### src/sv/mbr_pkg.sv
// ----------------------------------------------------------------------------
// mbr_pkg
// shared types, request codes and helpers for the msb-first bitstream reader
// ----------------------------------------------------------------------------
package mbr_pkg;

    // default sizes
    localparam int BUF_BYTES_DEF    = 4096;
    localparam int MAX_BYTE_RUN_DEF = 64;
    localparam int QUEUE_DEPTH      = 2;

    // fixed field widths
    localparam int ADDR_MAX_W = 16;   // widest store address over the allowed sizes
    localparam int RUN_W      = 7;    // byte run count, up to 64
    localparam int OFF_W      = 13;   // byte_offset result field

    // request codes
    localparam logic [2:0] REQ_LOAD    = 3'd0;
    localparam logic [2:0] REQ_GET     = 3'd1;
    localparam logic [2:0] REQ_PEEK    = 3'd2;
    localparam logic [2:0] REQ_DROP    = 3'd3;
    localparam logic [2:0] REQ_BYTES   = 3'd4;
    localparam logic [2:0] REQ_SHORT   = 3'd5;
    localparam logic [2:0] REQ_ALIGN   = 3'd6;
    localparam logic [2:0] REQ_RESTART = 3'd7;

    // work kinds handed to the back end
    localparam logic [1:0] K_NONE  = 2'd0;
    localparam logic [1:0] K_BITS  = 2'd1;
    localparam logic [1:0] K_SHORT = 2'd2;
    localparam logic [1:0] K_RUN   = 2'd3;

    typedef struct packed {
        logic [2:0] req_type;
        logic [7:0] load_data;
        logic [7:0] amount;
    } cmd_t;

    typedef struct packed {
        logic [15:0]      value;
        logic             ok;
        logic             last;
        logic [OFF_W-1:0] byte_offset;
        logic [2:0]       bit_offset;
    } rsp_t;

    // classified request waiting for the back end
    typedef struct packed {
        logic [1:0]            kind;
        logic                  ok;
        logic [ADDR_MAX_W-1:0] addr;
        logic [2:0]            bitpos;
        logic [3:0]            nbits;
        logic [RUN_W-1:0]      count;
        logic [OFF_W-1:0]      byte_offset;
        logic [2:0]            bit_offset;
    } entry_t;

    typedef struct packed {
        logic empty;
        logic full;
    } q_status_t;

    // pick n bits msb first out of a two byte window starting at bitpos
    function automatic logic [15:0] extract_bits(input logic [15:0] window,
                                                 input logic [2:0]  bitpos,
                                                 input logic [3:0]  n);
        logic [4:0]  sh;
        logic [15:0] mask;
        sh   = 5'd16 - {2'b00, bitpos} - {1'b0, n};
        mask = (16'h0001 << n) - 16'h0001;
        return (window >> sh) & mask;
    endfunction

endpackage

### src/sv/mbr_queue.sv
// ----------------------------------------------------------------------------
// mbr_queue
// short fifo of classified requests between front and back end
// ----------------------------------------------------------------------------
module mbr_queue #(
    parameter int DEPTH = mbr_pkg::QUEUE_DEPTH
) (
    input  logic               clk,
    input  logic               rst_n,
    input  logic               push,
    input  mbr_pkg::entry_t    push_ent,
    input  logic               pop,
    output mbr_pkg::entry_t    head,
    output mbr_pkg::q_status_t status
);

    localparam int PTR_W = (DEPTH > 1) ? $clog2(DEPTH) : 1;
    localparam int CNT_W = $clog2(DEPTH + 1);

    mbr_pkg::entry_t  slots_reg [DEPTH];
    logic [PTR_W-1:0] wr_ptr_reg, wr_ptr_next;
    logic [PTR_W-1:0] rd_ptr_reg, rd_ptr_next;
    logic [CNT_W-1:0] cnt_reg, cnt_next;
    logic             do_push;
    logic             do_pop;

    assign status.empty = (cnt_reg == '0);
    assign status.full  = (cnt_reg == CNT_W'(DEPTH));
    assign do_push      = push & ~status.full;
    assign do_pop       = pop & ~status.empty;
    assign head         = slots_reg[rd_ptr_reg];

    // pointer and fill updates
    always_comb
    begin
        wr_ptr_next = wr_ptr_reg;
        rd_ptr_next = rd_ptr_reg;
        cnt_next    = cnt_reg;
        if (do_push)
        begin
            wr_ptr_next = (wr_ptr_reg == PTR_W'(DEPTH - 1)) ? '0 : wr_ptr_reg + PTR_W'(1);
        end
        if (do_pop)
        begin
            rd_ptr_next = (rd_ptr_reg == PTR_W'(DEPTH - 1)) ? '0 : rd_ptr_reg + PTR_W'(1);
        end
        if (do_push && !do_pop)
        begin
            cnt_next = cnt_reg + CNT_W'(1);
        end
        else if (do_pop && !do_push)
        begin
            cnt_next = cnt_reg - CNT_W'(1);
        end
    end

    always_ff @(posedge clk or negedge rst_n)
    begin
        if (!rst_n)
        begin
            wr_ptr_reg <= '0;
            rd_ptr_reg <= '0;
            cnt_reg    <= '0;
        end
        else
        begin
            wr_ptr_reg <= wr_ptr_next;
            rd_ptr_reg <= rd_ptr_next;
            cnt_reg    <= cnt_next;
        end
    end

    // slot storage
    always_ff @(posedge clk)
    begin
        if (do_push)
        begin
            slots_reg[wr_ptr_reg] <= push_ent;
        end
    end

endmodule

### config.mk
export PLATFORM = sky130hd
export DESIGN_NAME = mbr_queue
export DESIGN_NICKNAME = d
export VERILOG_FILES = /design/src/sv/mbr_pkg.sv /design/src/sv/mbr_queue.sv
export SDC_FILE = /design/constraint.sdc
export NUM_CORES = 1
export LEC_CHECK = 0
export BUFFER_PORTS_ARGS = -buffer_cell sky130_fd_sc_hd__buf_2
export CAP_MARGIN = 20
export CORE_MARGIN = 5
export CORE_UTILIZATION = 27
export DETAILED_ROUTE_END_ITERATION = 10
export PLACE_DENSITY = 0.48
export SETUP_SLACK_MARGIN = 0.5
export SLEW_MARGIN = 5
export SYNTH_ARGS = -nofsm -noshare
export SYNTH_HDL_FRONTEND = slang
export SYNTH_SLANG_ARGS = --single-unit
### constraint.sdc
create_clock -name clk -period 2.9 [get_ports clk]
set_input_delay 0.145 -clock clk [delete_from_list [all_inputs] [get_ports clk]]
set_output_delay 0.145 -clock clk [all_outputs]
set_load 0.01 [all_outputs]
== Word level (Yosys, flattened, before mapping) ==
Memories as Yosys holds them, arrays and structs flattened.
Cells that the tools add are included.
Storage, ports and cells
  register bits: 4
  RAM bits: 98
  input bits: 53
  output and inout port bits: 51
  memories kept: 1
Operators by class
  reductions and logical operators: 6
  add/subtract/negate cells: 4
  bitwise operators: 4
  multiplexer cells: 6
  equality and inequality tests: 1
Memories
  slots_reg: depth 2, width 49, rd ports 1, clocked after memory_dff 0, write ports 1, line mbr_queue.sv:20  | mbr_pkg::entry_t slots_reg [DEPTH];
Operators by type and width (number)
  $mux W1: 4
  $mux W2: 2
  $add A1 B1 Y1 const B: 2
  $add A2 B1 Y2 const B: 1
  $and A1 B1 Y1: 2
  $eq A2 B2 Y1 const B: 1
  $logic_and A1 B1 Y1: 2
  $logic_not A1 Y1: 2
  $logic_not A2 Y1: 1
  $not A1 Y1: 2
  $reduce_bool A2 Y1: 1
  $sub A2 B1 Y2 const B: 1

== Logic depth before layout (Yosys ltp) ==
  depth in word-level cells: 7
  gate-level depth with buffers: 7

== Worst setup path before layout ==
Ideal clock, no wire load.
  kind: reg-to-reg
  from: reg cnt_reg[0]
  to: mem slots_reg[0][0] (netlist bit), enable pin
  setup slack: -0.261 ns
  buffers on the path: 0
  required time: 2.444 ns
  arrival time: 2.706 ns
  stages on the path, launching flop included: 4
  cells stage by stage: dfrtp_1 > nand2b_1 > nand2_1 > nor2_1
On the way
  word-level cells in the longest chain between the ends: 5
Ends and longest elaborated chain
  start, declared: line mbr_queue.sv:23  | logic [CNT_W-1:0] cnt_reg, cnt_next;
  start signal, assigned: line mbr_queue.sv:69  | cnt_reg <= cnt_next;
  $eq A2 B2 Y1: line mbr_queue.sv:28  | assign status.full = (cnt_reg == CNT_W'(DEPTH));
  $not A1 Y1: line mbr_queue.sv:29  | assign do_push = push & ~status.full;
  $and A1 B1 Y1: line mbr_queue.sv:29
  $mux W1: line mbr_queue.sv:76  | if (do_push)
  $mux W1 (not written as such): line mbr_queue.sv:78  | slots_reg[wr_ptr_reg] <= push_ent;
  end, declared: line mbr_queue.sv:20
No other way between the ends.

==> impl_metrics.json <==
{
  "gp_congestion": 0.661,
  "synth_enable_flop_cells": 98,
  "via_per_inst": 3.90,
  "crit_arrival_ns": 1.97,
  "synth_flop_cell": "edfxtp_1",
  "routed_wirelength_um": 7140,
  "antenna_found_initial": 0,
  "avgSynthCellArea_sq_um": 23.2,
  "clkPwrFrac": 0.211,
  "numPortBuffers": 103,
  "antenna_cells": 0,
  "ys_async_sr_fraction": 0.0392,
  "start_kind": "flop",
  "initial_core_util": 0.274,
  "cts_sinks": 102,
  "drc": 0,
  "fin_skew_ns": 0.00840,
  "endpoint_kind": "output port",
  "rows": 44,
  "syn_to_final_growth_pct": 35.5,
  "fmax_ghz": 0.472,
  "worstMarginPinSlew_ns": 0.982,
  "seqPwrFrac": 0.474,
  "clk_latency_ns": 0.34,
  "cts_tree": "yes",
  "vdd_drop_max_mv": 0.658,
  "status": "completed",
  "largest_reg_flops": 98,
  "drt-initial-drc-count": 73,
  "fp.dieW_um": 132,
  "hp-class": "primary input to flop",
  "yosys_warnings": 0,
  "synth_top_area_share": 0.738,
  "grt_pass1_vias": 2237,
  "r2r_cells": 4,
  "cts_max_level": 3,
  "fin_setup_tns_ns": 0,
  "r2r-start": "cnt_reg[0]$_DFFE_PN0P_",
  "final_util": 0.372,
  "rsz0062_at_grt": "false",
  "cts_setup_buffers": 0,
  "cts_root_buf": "clkbuf_16",
  "drive_gt1_frac": 0.507,
  "rr_endpoint": "slots_reg[0][22]$_DFFE_PP_",
  "synthTopCellsByArea": "edfxtp_1 74%, mux2_4 18%, buf_12 2.5%, dfrtp_1 2.5%, xnor2_1 0.66%",
  "grt_max_degree": 51,
  "yosys_register_bits": 102,
  "syn_inst": 172,
  "leakagePower_uw": 0.00217,
  "fp.dieH_um": 132,
  "reg2reg_slack_ns": 1.08,
  "power.internal_uw": 3480,
  "slew_viol_final": 0,
  "ys_types": 14,
  "pwr-share-comb": 0.315,
  "p_switching_uw": 1390,
  "syn_area_sq_um": 3990,
  "first_pass_iters": 4,
  "synth_top_cell_by_area": "edfxtp_1",
  "crit_type": "flop to output port",
  "power_uw": 4870,
  "grtUsageTotal": 0.0876,
  "final_nets": 386,
  "cp-endpoint": "head[23]",
  "period_share": 0.730,
  "numCtsBuffers": 9,
  "core_sq_um": 14500,
  "cap_violations": 0,
  "die_area_sq_um": 17300,
  "fin_crit_ns": 2.12,
  "gr-total-overflow": 0,
  "maxSlewHeadroom": 0.345,
  "syn_nets": 226,
  "routed-via-count": 2022,
  "wire_per_inst_um": 13.8,
  "worst_ep_required_time_ns": 2.76,
  "crit_fanout": 50,
  "path_clk_slew_ns": 0.07,
  "synth_commonest_cells": "98 x edfxtp_1, 49 x mux2_4, 5 x buf_12",
  "ys_seq_area_frac": 0.763,
  "worstSetupStartpoint": "rd_ptr_reg$_DFFE_PN0P_",
  "yosysMostFrequentCell": "edfxtp_1",
  "swShare": 0.285,
  "nFillCells": 1382,
  "detailed_place_hpwl_um": 4760,
  "setup_viol": 0,
  "clock_path_buffers": 2,
  "grt_pass1_wl_um": 11700,
  "power_density_nw_per_um2": 901,
  "ant_nets": 0,
  "ios": 104,
  "finalHoldViolCount": 0
}
-- cell type report --
| class | instances | area, sq um | share of cell area |
|---|---|---|---|
| clock buffers | 11 | 233 | 0.0431 |
| clock inverters | 3 | 13.8 | 0.00255 |
| inverters | 2 | 7.51 | 0.00139 |
| multi-input cells | 62 | 833 | 0.154 |
| flip-flops and latches | 102 | 3050 | 0.564 |
| well taps | 184 | 230 | 0.0426 |
| repair buffers | 155 | 1040 | 0.192 |
-- through the flow --
| step | setup WS [ns] | std cells | instance area [sq um] | hold WS [ns] |
|---|---|---|---|---|
| floorplan | 0.553 | 172 | 3990 | -0.151 |
| CTS | 0.753 | 519 | 5400 | 0.000474 |
| detailed placement | 1.05 | 457 | 4680 | -0.0431 |
| global placement | 1.06 | 457 | 4680 | -0.0445 |
| global route | 0.697 | 519 | 5400 | 0.000566 |
| finish | 0.782 | 519 | 5400 | 0.0175 |
-- power by group through the flow --
stage | logic [uW] | registers (uW) | clock network, uW
after floorplan | 1290 | 2130 | 0
after global placement | 1520 | 2340 | 0
after detailed placement | 1530 | 2350 | 0
after CTS | 1580 | 2320 | 1070
after global routing | 1660 | 2360 | 1140
final | 1530 | 2300 | 1030
-- worst max-delay path, cell delays in order, from the launching register on --
cell	delay, ns
dfrtp_4	1.06
mux2_4	0.37
buf_2	0.14
-- timing repair --
action | 4_1_cts | 5_1_grt
hold buffers | 48 | 0
resized for setup | 0 | 0
endpoints found under the hold margin | 98 | 0
-- layer usage --
layer	share of wire	wire [um]	vias up	GRT usage
li1	-	-	992	-
met1	0.42	3020	950	0.104
met2	0.47	3350	67	0.133
met3	0.087	624	13	0.0432
met4	0.021	150	0	0.0429
met5	0	0	-	0
-- kinds of logic (layout without fill, tap and decap cells) --
group                    Yosys count  count (layout)  synth area share
flip-flops                       102             102             0.763
multiplexers                      49              49             0.185
buffers and inverters              8             171            0.0298
AND/OR/NAND/NOR                    6               6           0.00691
XOR/XNOR                           5               5            0.0110
adder cells (fa/ha/maj)            1               1           0.00314
AO/OA/AOI/OAI                      1               1           0.00125
-- how the worst min path moves through the flow --
stage | end | cells past startpoint | slack [ns] | from
2_1_floorplan | cnt_reg[0]$_DFFE_PN0P_ | 0 | -0.15 | rst_n
3_3_place_gp | cnt_reg[1]$_DFFE_PN0P_ | 1 | -0.04 | rst_n
3_5_place_dp | cnt_reg[1]$_DFFE_PN0P_ | 1 | -0.04 | rst_n
4_1_cts | slots_reg[1][21]$_DFFE_PP_ | 1 | 0.0005 | push_ent[21]
5_1_grt | slots_reg[1][21]$_DFFE_PP_ | 1 | 0.0006 | push_ent[21]
6_report | slots_reg[1][30]$_DFFE_PP_ | 1 | 0.02 | push_ent[30]
-- cells in the final DEF (no fill, tap or decap) --
cell           Yosys  final
buf_4              0      3
and3_2             0      1
xor2_1             2      2
ha_1               1      1
nand2b_1           1      1
buf_12             5      1
nor2_4             0      1
dfrtp_4            0      1
o21ai_1            1      1
dlygate4sd3_1      0     48
nor2_1             3      2
clkbuf_1           0      2
clkinv_1           0      1
xnor2_1            3      3
mux2_4            49     49
buf_2              0    103
clkinv_2           0      2
clkbuf_16          0      9
inv_1              2      2
edfxtp_1          98     98
dfrtp_1            4      3
nand2_1            1      1
No activity file was read; power rests on OpenSTA's default activity.
