<file path="config.mk">
export PLATFORM = sky130hd
export DESIGN_NAME = mbr_back
export DESIGN_NICKNAME = d
export VERILOG_FILES = /design/src/sv/mbr_pkg.sv /design/src/sv/mbr_back.sv
export SDC_FILE = /design/constraint.sdc
export NUM_CORES = 1
export LEC_CHECK = 0
export BUFFER_PORTS_ARGS = -buffer_cell sky130_fd_sc_hd__buf_2
export CORE_MARGIN = 10
export CORE_UTILIZATION = 55
export DETAILED_ROUTE_END_ITERATION = 8
export GPL_ROUTABILITY_DRIVEN = 0
export GPL_TIMING_DRIVEN = 0
export PLACE_DENSITY = 0.8
export SLEW_MARGIN = 25
export SYNTH_ARGS = -nofsm -noshare
export SYNTH_HDL_FRONTEND = slang
export SYNTH_SLANG_ARGS = --single-unit
</file>
<file path="constraint.sdc">
create_clock -name clk -period 7.8 [get_ports clk]
set_input_delay 1.56 -clock clk [delete_from_list [all_inputs] [get_ports clk]]
set_output_delay 1.56 -clock clk [all_outputs]
set_load 0.02 [all_outputs]
</file>
<file path="src/sv/mbr_pkg.sv">
// ----------------------------------------------------------------------------
// mbr_pkg
// shared types, request codes and helpers for the msb-first bitstream reader
// ----------------------------------------------------------------------------
package mbr_pkg;

    // default sizes
    localparam int BUF_BYTES_DEF    = 4096;
    localparam int MAX_BYTE_RUN_DEF = 64;
    localparam int QUEUE_DEPTH      = 2;

    // fixed field widths
    localparam int ADDR_MAX_W = 16;   // widest store address over the allowed sizes
    localparam int RUN_W      = 7;    // byte run count, up to 64
    localparam int OFF_W      = 13;   // byte_offset result field

    // request codes
    localparam logic [2:0] REQ_LOAD    = 3'd0;
    localparam logic [2:0] REQ_GET     = 3'd1;
    localparam logic [2:0] REQ_PEEK    = 3'd2;
    localparam logic [2:0] REQ_DROP    = 3'd3;
    localparam logic [2:0] REQ_BYTES   = 3'd4;
    localparam logic [2:0] REQ_SHORT   = 3'd5;
    localparam logic [2:0] REQ_ALIGN   = 3'd6;
    localparam logic [2:0] REQ_RESTART = 3'd7;

    // work kinds handed to the back end
    localparam logic [1:0] K_NONE  = 2'd0;
    localparam logic [1:0] K_BITS  = 2'd1;
    localparam logic [1:0] K_SHORT = 2'd2;
    localparam logic [1:0] K_RUN   = 2'd3;

    typedef struct packed {
        logic [2:0] req_type;
        logic [7:0] load_data;
        logic [7:0] amount;
    } cmd_t;

    typedef struct packed {
        logic [15:0]      value;
        logic             ok;
        logic             last;
        logic [OFF_W-1:0] byte_offset;
        logic [2:0]       bit_offset;
    } rsp_t;

    // classified request waiting for the back end
    typedef struct packed {
        logic [1:0]            kind;
        logic                  ok;
        logic [ADDR_MAX_W-1:0] addr;
        logic [2:0]            bitpos;
        logic [3:0]            nbits;
        logic [RUN_W-1:0]      count;
        logic [OFF_W-1:0]      byte_offset;
        logic [2:0]            bit_offset;
    } entry_t;

    typedef struct packed {
        logic empty;
        logic full;
    } q_status_t;

    // pick n bits msb first out of a two byte window starting at bitpos
    function automatic logic [15:0] extract_bits(input logic [15:0] window,
                                                 input logic [2:0]  bitpos,
                                                 input logic [3:0]  n);
        logic [4:0]  sh;
        logic [15:0] mask;
        sh   = 5'd16 - {2'b00, bitpos} - {1'b0, n};
        mask = (16'h0001 << n) - 16'h0001;
        return (window >> sh) & mask;
    endfunction

endpackage

</file>
<file path="src/sv/mbr_back.sv">
// ----------------------------------------------------------------------------
// mbr_back
// carries out queued work: reads the byte store and sends one result word
// per cycle at most
// ----------------------------------------------------------------------------
module mbr_back #(
    parameter int BUF_BYTES = mbr_pkg::BUF_BYTES_DEF
) (
    input  logic                         clk,
    input  logic                         rst_n,
    input  mbr_pkg::entry_t              head,
    input  mbr_pkg::q_status_t           q_status,
    output logic                         pop,
    output logic                         idle,
    output logic                         rd_en,
    output logic [$clog2(BUF_BYTES)-1:0] rd_addr,
    input  logic [7:0]                   rd_data,
    output logic                         rsp_valid,
    output mbr_pkg::rsp_t                rsp
);

    localparam int ADDR_W = $clog2(BUF_BYTES);

    localparam logic [1:0] B_IDLE   = 2'd0;
    localparam logic [1:0] B_FIRST  = 2'd1;
    localparam logic [1:0] B_SECOND = 2'd2;
    localparam logic [1:0] B_RUN    = 2'd3;

    logic [1:0]                state_reg, state_next;
    mbr_pkg::entry_t           ent_reg, ent_next;
    logic [7:0]                b0_reg, b0_next;
    logic [mbr_pkg::RUN_W-1:0] idx_reg, idx_next;
    logic                      rsp_valid_reg, rsp_valid_next;
    mbr_pkg::rsp_t             rsp_reg, rsp_next;
    logic                      need2;
    logic [15:0]               window;

    assign idle      = (state_reg == B_IDLE);
    assign rsp_valid = rsp_valid_reg;
    assign rsp       = rsp_reg;

    // second byte needed when the bit field crosses into it
    assign need2 = ({1'b0, ent_reg.bitpos} + ent_reg.nbits) > 4'd8;

    always_comb
    begin
        state_next     = state_reg;
        ent_next       = ent_reg;
        b0_next        = b0_reg;
        idx_next       = idx_reg;
        rsp_valid_next = 1'b0;
        rsp_next       = rsp_reg;
        pop            = 1'b0;
        rd_en          = 1'b0;
        rd_addr        = ADDR_W'(head.addr);
        window         = {b0_reg, rd_data};

        case (state_reg)
            B_IDLE:
            begin
                if (!q_status.empty)
                begin
                    pop      = 1'b1;
                    ent_next = head;
                    if (head.kind == mbr_pkg::K_NONE)
                    begin
                        rsp_valid_next       = 1'b1;
                        rsp_next.value       = 16'd0;
                        rsp_next.ok          = head.ok;
                        rsp_next.last        = 1'b1;
                        rsp_next.byte_offset = head.byte_offset;
                        rsp_next.bit_offset  = head.bit_offset;
                    end
                    else
                    begin
                        rd_en    = 1'b1;
                        idx_next = mbr_pkg::RUN_W'(1);
                        state_next = (head.kind == mbr_pkg::K_RUN) ? B_RUN : B_FIRST;
                    end
                end
            end
            B_FIRST:
            begin
                rsp_next.ok          = 1'b1;
                rsp_next.last        = 1'b1;
                rsp_next.byte_offset = ent_reg.byte_offset;
                rsp_next.bit_offset  = ent_reg.bit_offset;
                if (ent_reg.kind == mbr_pkg::K_SHORT || need2)
                begin
                    b0_next    = rd_data;
                    rd_en      = 1'b1;
                    rd_addr    = ADDR_W'(ent_reg.addr + mbr_pkg::ADDR_MAX_W'(1));
                    state_next = B_SECOND;
                end
                else
                begin
                    rsp_valid_next = 1'b1;
                    rsp_next.value = mbr_pkg::extract_bits({rd_data, 8'h00},
                                                           ent_reg.bitpos, ent_reg.nbits);
                    state_next     = B_IDLE;
                end
            end
            B_SECOND:
            begin
                rsp_valid_next = 1'b1;
                if (ent_reg.kind == mbr_pkg::K_SHORT)
                begin
                    rsp_next.value = window;
                end
                else
                begin
                    rsp_next.value = mbr_pkg::extract_bits(window, ent_reg.bitpos,
                                                           ent_reg.nbits);
                end
                state_next = B_IDLE;
            end
            default:
            begin
                // byte run: one byte word per cycle, next read issued alongside
                rsp_valid_next       = 1'b1;
                rsp_next.value       = {8'h00, rd_data};
                rsp_next.ok          = 1'b1;
                rsp_next.last        = (idx_reg == ent_reg.count);
                rsp_next.byte_offset = ent_reg.byte_offset;
                rsp_next.bit_offset  = ent_reg.bit_offset;
                if (idx_reg == ent_reg.count)
                begin
                    state_next = B_IDLE;
                end
                else
                begin
                    rd_en    = 1'b1;
                    rd_addr  = ADDR_W'(ent_reg.addr + mbr_pkg::ADDR_MAX_W'(idx_reg));
                    idx_next = idx_reg + mbr_pkg::RUN_W'(1);
                end
            end
        endcase
    end

    always_ff @(posedge clk or negedge rst_n)
    begin
        if (!rst_n)
        begin
            state_reg     <= B_IDLE;
            rsp_valid_reg <= 1'b0;
        end
        else
        begin
            state_reg     <= state_next;
            rsp_valid_reg <= rsp_valid_next;
        end
    end

    // payload registers
    always_ff @(posedge clk)
    begin
        ent_reg <= ent_next;
        b0_reg  <= b0_next;
        idx_reg <= idx_next;
        rsp_reg <= rsp_next;
    end

    // the second byte is only fetched right after the first
    a_second_after_first: assert property (@(posedge clk) disable iff (!rst_n)
        state_reg == B_SECOND |-> $past(state_reg) == B_FIRST)
        else $error("second byte step without first byte step");

    // the words of a byte run come on consecutive cycles
    a_run_back_to_back: assert property (@(posedge clk) disable iff (!rst_n)
        rsp_valid_reg && !rsp_reg.last |=> rsp_valid_reg)
        else $error("gap inside a byte run");

endmodule

</file>
# Word-level counts from Yosys, hierarchy flattened
# Cells that the tools add are included.
[word_totals] reg_bits=96 output_inout_bits=50 wordCells=84
[classes] n_addsub=7 order_cmp=1 eq_ne=10 n_shift=3 muxes=30 n_bitwise=5 n_reduce_logical=12
[op_table] operator="34-bit two-way mux" count=2
[op_table] operator="18-bit one-hot mux with 3 select lines" count=1
[op_table] operator="16-bit one-hot mux with 3 select lines" count=1
[op_table] operator="16-bit bitwise AND" count=2
[op_table] operator="16-bit two-way mux" count=2
[op_table] operator="16-bit by 5-bit >> shifter with 16-bit output" count=2
[op_table] operator="12-bit two-way mux" count=2
[op_table] operator="12-bit one-hot mux with 2 select lines" count=1
[op_table] operator="7-bit two-way mux" count=3
[op_table] operator="1-bit by 4-bit left shift with 16-bit output (first input constant)" count=1
[op_table] operator="16-bit by 1-bit subtractor with 16-bit output (second input constant)" count=1
[op_table] operator="7-bit one-hot mux with 2 select lines" count=1
[op_table] operator="12-bit by 1-bit adder with 12-bit output (second input constant)" count=1
[op_table] operator="12-bit by 7-bit adder with 12-bit output" count=1
[op_table] operator="2-bit two-way mux" count=5
[op_table] operator="1-bit two-way mux" count=9
[op_table] operator="3-bit AND reduction" count=3
[op_table] operator="2-bit inequality test (second input constant)" count=4
[op_table] operator="7-bit by 1-bit adder with 7-bit output (second input constant)" count=1
[op_table] operator="7-bit == test" count=1
[op_table] operator="2-bit == test (second input constant)" count=3
[op_table] operator="2-bit one-hot mux with 3 select lines" count=1
[op_table] operator="5-bit by 3-bit subtractor with 5-bit output (first input constant)" count=1
[op_table] operator="5-bit by 4-bit subtractor with 5-bit output" count=1
[op_table] operator="other kinds (13)" count=18

# Longest topological paths before layout
# Gate-level depths: netlist of run 1.
[depth] word_depth=6 ltp_mapped=13 depth_no_buf=11

# Worst setup path before layout of run 1
# OpenSTA, ideal clock, no wires.
[synth_path] path_type="in2out" from="input q_status[1] (netlist name)" to="output rd_en" arrival_ps=4812 path_slack_ps=1428 path_stages=4 path_buffers=0 cell_sequence="nor2_1 o21ai_0 a21o_1 nand2_1"
[synth_between] elab_chain_len=2
[synth_rtl] item="start, declared" line_no="mbr_back.sv:12" text="input mbr_pkg::q_status_t q_status,"
[synth_rtl] item="1-bit two-way mux" line_no="mbr_back.sv:61" text="if (!q_status.empty)"
[synth_rtl] item="1-bit one-hot mux with 3 select lines" line_no="mbr_back.sv:58" text="case (state_reg)"
[synth_rtl] item="end, declared" line_no="mbr_back.sv:15" text="output logic rd_en,"
# No other way between the ends.

# Worst setup path after layout of run 1
[layout_path] from="register ent_reg[25] (netlist name)" to="output rd_addr[4]"
[layout_between] elab_chain_len=5
[layout_rtl] item="start, declared" line_no="mbr_back.sv:30" text="mbr_pkg::entry_t ent_reg, ent_next;"
[layout_rtl] item="start signal, assigned" line_no="mbr_back.sv:157" text="ent_reg <= ent_next;"
[layout_rtl] item="3-bit by 4-bit adder with 4-bit output" line_no="mbr_back.sv:43" text="assign need2 = ({1'b0, ent_reg.bitpos} + ent_reg.nbits) > 4'd8;"
[layout_rtl] item="4-bit greater-than comparator" line_no="mbr_back.sv:43"
[layout_rtl] item="1-bit logical OR" line_no="mbr_back.sv:88" text="if (ent_reg.kind == mbr_pkg::K_SHORT || need2)"
[layout_rtl] item="12-bit two-way mux" line_no="mbr_back.sv:88"
[layout_rtl] item="12-bit one-hot mux with 2 select lines" line_no="mbr_back.sv:58"
[layout_rtl] item="end, declared" line_no="mbr_back.sv:16" text="output logic [$clog2(BUF_BYTES)-1:0] rd_addr,"
# No other way between the ends.

==> results of run 1 <==
## path summary, 6_finish.rpt
kind	startpoint	endpoint	cells after the start
hold / removal	ent_reg[13]$_DFFE_PP_	rsp[13]$_DFFE_PP_	1
max in group asynchronous	rst_n	rsp_valid$_DFF_PN0_	1
hold reg to reg	ent_reg[13]$_DFFE_PP_	rsp[13]$_DFFE_PP_	1
setup / recovery	ent_reg[25]$_DFFE_PP_	rd_addr[4]	9
setup reg to reg	ent_reg[25]$_DFFE_PP_	rsp[21]$_DFFE_PP_	10
min in group asynchronous	rst_n	state_reg[0]$_DFFE_PN0P_	1
## cell type report
type,instances,area [um^2]
well taps,136,170
multi-input cells,384,2820
repair buffers,106,553
clock inverters,7,100
fillers,820,3520
plain buffers,28,131
diodes,1,2.50
flip-flops and latches,96,2870
clock buffers,9,124
inverters,22,82.6
## power groups by stage
stage | logic, mW | clock network [mW] | registers, mW
after detailed placement | 1.66 | 0 | 0.948
final | 1.69 | 0.377 | 0.940
after global routing | 1.83 | 0.401 | 0.960
after floorplan | 1.07 | 0 | 1.05
after global placement | 1.60 | 0 | 0.948
after CTS | 1.67 | 0.381 | 0.939
## through the flow
| stage | util (%) | hold WS, ps | worst slack (ps) | total power [mW] | instance area [um^2] |
|---|---|---|---|---|---|
| 3_5_place_dp | 63.8 | 522 | 3030 | 2.61 | 6620 |
| 2_1_floorplan | - | 512 | 1430 | 2.12 | 5880 |
| 4_1_cts | 66.0 | 544 | 2820 | 2.99 | 6840 |
| 6_report | 66.1 | 545 | 2770 | 3.01 | 6850 |
| 5_1_grt | 66.1 | 567 | 2650 | 3.19 | 6850 |
| 3_3_place_gp | 63.4 | 518 | 233 | 2.55 | 6580 |
## layer usage
metal  vias up  routed length [um]  global-route usage (%)
met1      2375                5770                    24.6
met2       282                8030                    35.2
li1       2251                   -                       -
met4         0                 634                    12.2
met5         -                   0                       0
met3        60                1500                    4.56
## cells in the final DEF, fill, tap and decap left out, drive strengths merged, types with 4 or more instances in the layout
master | synthesis | final
a211oi | 4 | 4
a21o | 6 | 6
a21oi | 25 | 25
a221o | 9 | 9
a22o | 21 | 21
a31oi | 5 | 5
a32o | 8 | 8
and3 | 5 | 5
buf | 12 | 118
clkbuf | 16 | 25
edfxtp | 93 | 93
ha | 23 | 23
inv | 22 | 26
mux2i | 22 | 22
mux4 | 8 | 8
nand2 | 45 | 45
nand3 | 21 | 21
nand4 | 4 | 4
nor2 | 45 | 45
nor3 | 8 | 8
o211ai | 4 | 4
o21a | 6 | 6
o21ai | 32 | 32
o22ai | 4 | 4
or2 | 4 | 4
or3 | 5 | 5
xnor2 | 17 | 17
xor2 | 13 | 13
## cell families (layout without fill, tap and decap cells)
group,after synthesis,in the layout,share of synthesized area [%]
flops,96,96,48.7
fa+ha+maj,27,27,6.10
xor+xnor,30,30,4.59
buf+inv,50,172,3.64
other cells,0,1,0
mux,33,33,7.44
simple gates,151,151,11.8
compound gates,143,143,17.7
==> results.toml, run 1 <==
[status]
status = "completed"

[critical_path]
reg2reg_slack_ps = 4040
crit_type = "reg2out"
critPathLaunchType = "flop"
cpPeakStageDelay_ps = 460
cp_top_family = "compound AO/OA/AOI/OAI gates"
worst_ep_required_time_ps = 6240
path_buf_inv = 3
crit_path_end_kind = "primary output"
cp_max_fo = 10
path_cells = "clkbuf_1 > inv_1 > ha_1 > or2_1 > a32o_1 > o211ai_2 > a21oi_1 > a221o_1 > buf_2"
slowest_stage = "edfxtp_1"
critPathArrivalTime_ps = 3470

[placement]
hpwl_um = 11900
port_buffers = 105
placed_cells = 772

[logic_synthesis]
async_reset_ff_share_pct = 3.13
synth_warnings = 0
ys_seq_area_share_pct = 48.7
yosysTopAreaCell = "edfxtp_1"
yosysTopAreaCellShare_pct = 47.5
synth_edf_count = 93
synth.area.top_cells = "edfxtp_1, ha_1, mux2i_1, a22o_1, nand2_1"
ys_ff_latch = 96
yosysMostFrequentCell = "edfxtp_1"
ys_top_cells_by_count = "edfxtp_1, nand2_1, nor2_1"
avgSynthCellArea_um2 = 11.1
netlist_area_um2 = 5880
ys_types = 65
synthesis.instances = 530
synth-main-ff-cell = "edfxtp_1"
syn_nets = 617

[clock_network]
clk_latency_ps = 390
cts.hold.buffers_added = 0
cts_made_buffers = 9
ctsResizeCount = 0
cts_tree = "built"
clkTransAtPathRegs_ps = 100
clock_path_buffers = 2
clockRootBuffer = "clkbuf_8"
postCtsSetupRepairBufs = 0
cts.sinks = 96
htree_levels = 3

[route]
vias_per_cell = 6.30
ant_nets = 0
drt_iter0_drc = 456
wl_per_cell_um = 20.2
postRouteWirelength_um = 15900
drc = 0
vias = 4968
first_pass_iters = 5

[layout]
drive_gt1_share_pct = 23.9
largest_reg_flops = 44
area_delta_synth_final_pct = 16.4
layout.cells.non_filler = 789
num-nets-final = 734

[min_path]
hp-class = "reg2reg"

[job]
drv_cap = 0

[grt]
grt_pass1_vias = 5000
grt_pass1_wl_um = 25200
grt_use_total_pct = 21.0
grt_max_degree = 26
antenna_found_initial = 1
gr-total-overflow = 0

[sta]
worst_pin_slew_ps = 910
fin_crit_sh_pct = 64.4
slew_headroom_pct = 38.9
hold_viol = 0
post-route-min-period_ps = 5030
setup_viol_count_final = 0
finalSetupTns_ps = 0
fmax_ghz = 0.199
rsz0062_at_grt = "no"
skew_ps = 8.27
slew_viol_final = 0

[pwr]
p_sw_mw = 1.38
swShare_pct = 45.9
pwr-share-clk_pct = 12.5
power_density_nw_per_um2 = 439
p_int_mw = 1.63
p_leak_nw = 2.75
ir_drop_mv = 0.229
p_comb_share_pct = 56.2
seqPwrFrac_pct = 31.2

[die]
core_area_um2 = 10400
ios = 111
die_w_um = 123
dieHeight_um = 123
dieArea_um2 = 15200
num_rows = 37
initial_utilization_pct = 56.7
(Power assumes the default switching activity.)
==> inputs of run 2 (changes only) <==
ABC_AREA = 1   (was default)
clock period = 4.7 ns   (was 7.8 ns; I/O delays follow)
==> run 2 against run 1 <==
  * Via count grew 19%
  * Final cell count grew 35%
  * Critical path depth grew 3
  * Largest power group unchanged
  * Global-route usage grew 0.079 points
  * Flip-flop and latch count is the same
  * Register-to-register slack lost 2800 ps
  * Sequential power grew 63%
==> results.toml, run 2 <==
[logic_synthesis]
ys_seq_area_share_pct = 46.1
synth.area.top_cells = "edfxtp_1, nand2_1, nand3_1, ha_1, nor2_1"
async_reset_ff_share_pct = 3.13
yosysTopAreaCellShare_pct = 44.9
ys_ff_latch = 96
synth_edf_count = 93
ys_top_cells_by_count = "nand2_1, edfxtp_1, nand3_1"
ys_types = 40
synthesis.instances = 797
synth-main-ff-cell = "edfxtp_1"
synth_warnings = 0
avgSynthCellArea_um2 = 7.81
syn_nets = 884
yosysMostFrequentCell = "nand2_1"
yosysTopAreaCell = "edfxtp_1"
netlist_area_um2 = 6220

[critical_path]
path_buf_inv = 2
slowest_stage = "edfxtp_1"
crit_top_cell = "nand2_1"
critPathLaunchType = "flop"
cpPeakStageDelay_ps = 500
cp_max_fo = 17
path_cells = "ha_1 > fa_1 > nor2_1 > nand3_1 > nand3_1 > a21oi_2 > buf_4 > nand2_1 > nand2_1 > nand2_1 > nand2_1 > buf_2"
crit_path_end_kind = "primary output"
cp_top_family = "adder cells"
worst_ep_required_time_ps = 3760
critPathArrivalTime_ps = 3020
crit_type = "reg2out"

[clock_network]
cts.sinks = 96
cts.hold.buffers_added = 0
cts_made_buffers = 9
clk_latency_ps = 360
ctsResizeCount = 0
cts_tree = "built"
clkTransAtPathRegs_ps = 70
postCtsSetupRepairBufs = 0
clockRootBuffer = "clkbuf_16"
clock_path_buffers = 2
htree_levels = 3

[job]
drv_cap = 0

[sta]
slew_viol_final = 0
fin_crit_sh_pct = 84.2
fmax_ghz = 0.253
setup_viol_count_final = 0
whs_ps = 370
rsz0062_at_grt = "no"
post-route-worst-setup-slack_ps = 745
skew_ps = 7.98
slew_headroom_pct = 30.1
finalSetupTns_ps = 0
post-route-min-period_ps = 3960
hold_viol = 0
worst_pin_slew_ps = 1040

[grt]
grt_use_total_pct = 21.1
grt_pass1_vias = 5674
gr-total-overflow = 0
grt_max_degree = 19
grt_pass1_wl_um = 27600
antenna_found_initial = 0

[route]
drc = 0
drt_iter0_drc = 593
wl_per_cell_um = 16.2
vias = 5916
ant_nets = 0
vias_per_cell = 5.57
first_pass_iters = 6
postRouteWirelength_um = 17200

[layout]
largest_reg_flops = 44
final_cell_mix = "nand2_1, buf_2, edfxtp_1"
drive_gt1_share_pct = 16.6
final_common_cell = "nand2_1"
area_delta_synth_final_pct = 17.1
nFillCells = 1001
num-nets-final = 1003

[die]
ios = 111
dieHeight_um = 126
die_w_um = 126
initial_utilization_pct = 56.9
core_area_um2 = 10900
num_rows = 38
dieArea_um2 = 16000

[placement]
port_buffers = 105
hpwl_um = 13200
dp_worst_setup_slack_ps = 1120

[status]
status = "completed"

[pwr]
ir_drop_mv = 0.452
finalPower_mw = 5.14
p_leak_nw = 3.51
power_density_nw_per_um2 = 705

[min_path]
hp-class = "in2async"
==> run 2: cell count changes after synthesis, sizes merged, moves of 6 or more <==
| cell | before | now |
|---|---|---|
| nand2 | 45 | 307 |
| nand3 | 21 | 75 |
| inv | 22 | 69 |
| nor2 | 45 | 75 |
| mux2i | 22 | 0 |
| a22o | 21 | 1 |
| o21ai | 32 | 42 |
| a221o | 9 | 0 |
| a32o | 8 | 0 |
| mux4 | 8 | 0 |
| xnor2 | 17 | 10 |
| a21o | 6 | 0 |
| o21a | 6 | 0 |
==> run 2: final cells by class <==
type	instances	area [um^2]	share of cell area [%]
Antenna cell	1	2.50	0.0343
Clock inverter	6	55.1	0.755
Buffer	22	131	1.80
Inverter	71	268	3.67
Clock buffer	10	229	3.14
Tap cell	140	175	2.40
Sequential cell	96	2870	39.3
Timing Repair Buffer	108	592	8.12
Multi-Input combinational cell	608	2970	40.7
==> run 2: power breakdown <==
part	total [mW]	internal, mW	switching [mW]
sequential	1.53	1.37	0.164
clock	0.719	0.372	0.347
combinational	2.89	0.898	1.99
==> run 2: metrics by stage <==
step | instances | util [%] | instance area (um^2)
6_report | 1062 | 66.7 | 7290
5_1_grt | 1061 | 66.6 | 7290
4_1_cts | 1061 | 66.6 | 7290
3_5_place_dp | 1045 | 64.0 | 7000
3_3_place_gp | 1042 | 63.3 | 6930
2_1_floorplan | 797 | - | 6230
==> run 2: per-layer routing <==
metal / GRT usage (%) / up-vias / routed length, um
li1: - / 2873 / -
met1: 25.4 / 2662 / 6630
met2: 33.9 / 318 / 8050
met3: 6.37 / 63 / 1890
met4: 10.0 / 0 / 655
met5: 0 / - / 0
==> run 2: cell families after synthesis <==
logic type | after synthesis | share of synthesized area [%]
compound gates | 77 | 6.74
xor+xnor | 23 | 3.48
fa+ha+maj | 26 | 5.59
buf+inv | 93 | 6.41
flops | 96 | 46.1
simple gates | 482 | 31.7
==> run 2: final timing paths <==
kind / startpoint / end / slack, ps / cells past startpoint
setup reg to reg: ent_reg[24]$_DFFE_PP_ / rsp[21]$_DFFE_PP_ / 1280 / 13
max in group asynchronous: rst_n / state_reg[1]$_DFFE_PN0P_ / 4210 / 1
hold / removal: rst_n / rsp_valid$_DFF_PN0_ / 370 / 1
min in group clk: ent_reg[14]$_DFFE_PP_ / rsp[14]$_DFFE_PP_ / 550 / 2
hold reg to reg: ent_reg[14]$_DFFE_PP_ / rsp[14]$_DFFE_PP_ / 550 / 2
setup / recovery: ent_reg[23]$_DFFE_PP_ / rd_addr[0] / 740 / 12
==> inputs of run 3 (changes only) <==
clock period = 3.8 ns   (was 4.7 ns; I/O delays follow)
==> run 3 against run 2 <==
  * Combinational power rose by 24%
  * Largest power group unchanged
  * Non-clock buffer count rose by 1
  * Largest cell class unchanged
  * Design area rose by 0.26%
==> results.toml, run 3 (synthesis results as in run 2) <==
[placement]
placed_cell_area_um2 = 6990
dp_worst_setup_slack_ps = 403
placed_cells = 1045
port_buffers = 105
hpwl_um = 13100

[sta]
post-route-min-period_ps = 3620
slew_headroom_pct = 43.6
hold_viol = 0
setup_viol_count_final = 0
slew_viol_final = 0
fmax_ghz = 0.276
worst_pin_slew_ps = 845
skew_ps = 6.05
finalSetupTns_ps = 0
fin_crit_sh_pct = 95.3
whs_ps = 194
post-route-worst-setup-slack_ps = 177

[pwr]
power_density_nw_per_um2 = 869
ir_drop_mv = 0.487
finalPower_mw = 6.35
p_leak_nw = 3.51

[critical_path]
crit_top_cell = "nand2_1"
r2r-start = "ent_reg[25]$_DFFE_PP_"
crit_type = "reg2out"
crit_path_end_kind = "primary output"
critPathArrivalTime_ps = 2860
worstRegToRegCells = 12
cp_top_family = "simple AND/OR/NAND/NOR gates"
critPathLaunchType = "flop"
reg2reg_slack_ps = 430
cpPeakStageDelay_ps = 500
cp_max_fo = 17
path_buf_inv = 3
worst_ep_required_time_ps = 3040
reg2reg_to = "rsp[21]$_DFFE_PP_"
slowest_stage = "edfxtp_1"
worstSetupPathDepth = 12
path_cells = "inv_1 > ha_1 > nand3_1 > nand3_1 > nand3_1 > a21oi_4 > buf_6 > nand2_1 > nand2_1 > nand2_1 > nand2_1 > buf_2"
crit_end = "rd_addr[1]"
cp-startpoint = "ent_reg[25]$_DFFE_PP_"

[route]
vias_per_cell = 5.52
wl_per_cell_um = 16.2
postRouteWirelength_um = 17200
first_pass_iters = 6
vias = 5869
drt_iter0_drc = 636
drc = 0
ant_nets = 0

[clock_network]
clk_latency_ps = 350
clkTransAtPathRegs_ps = 70
clockRootBuffer = "clkbuf_16"
cts_tree = "built"
htree_levels = 3
clock_path_buffers = 2
cts_made_buffers = 9
cts.sinks = 96

[layout]
utilization_pct = 66.8
layout.cells.non_filler = 1063
final_cell_mix = "nand2_1, buf_2, edfxtp_1"
fin_area_um2 = 7310
area_delta_synth_final_pct = 17.4
largest_reg_flops = 44
final_common_cell = "nand2_1"
num-nets-final = 1004
drive_gt1_share_pct = 16.8

[die]
initial_utilization_pct = 56.9
dieArea_um2 = 16000
ios = 111
dieHeight_um = 126
die_w_um = 126
core_area_um2 = 10900
num_rows = 38

[grt]
antenna_found_initial = 2
grt_pass1_vias = 5587
grt_max_degree = 19
grt_use_total_pct = 20.7
gr-total-overflow = 0
grt_pass1_wl_um = 27300

[min_path]
hp-class = "in2async"

[status]
status = "completed"

[job]
drv_cap = 0
run 3: final cells by class:
class	count	area [um^2]
clock inverter	7	65.1
multi-input combinational	608	2980
tap	140	175
sequential	96	2870
fill	957	3630
clock buffer	9	225
antenna	1	2.50
inverter	71	268
timing repair buffer	109	591
buffer	22	135
run 3: how the worst min path moves through the flow:
stage / endpoint
3_5_place_dp: rsp[2]$_DFFE_PP_
6_report: rsp_valid$_DFF_PN0_
3_3_place_gp: rsp[4]$_DFFE_PP_
2_1_floorplan: rsp_valid$_DFF_PN0_
5_1_grt: state_reg[0]$_DFFE_PN0P_
4_1_cts: rsp_valid$_DFF_PN0_
run 3: power breakdown:
group,switching (mW),internal [mW],total [mW]
clock network,0.432,0.458,0.891
logic,2.46,1.12,3.57
registers,0.196,1.69,1.89
run 3: metal layers:
metal | global-route usage (%) | vias up | part of all wire, %
li1 | - | 2869 | -
met1 | 24.4 | 2641 | 38
met2 | 34.8 | 317 | 48
met3 | 6.91 | 40 | 11
met4 | 6.70 | 2 | 2.3
met5 | 0 | - | 0.041
run 3: what timing repair did:
| action | CTS | global route |
|---|---|---|
| gates resized for setup | 0 | 3 |
| setup buffers | 0 | 1 |
| hold buffers | 0 | 0 |
| setup endpoints to repair | 0 | 6 |
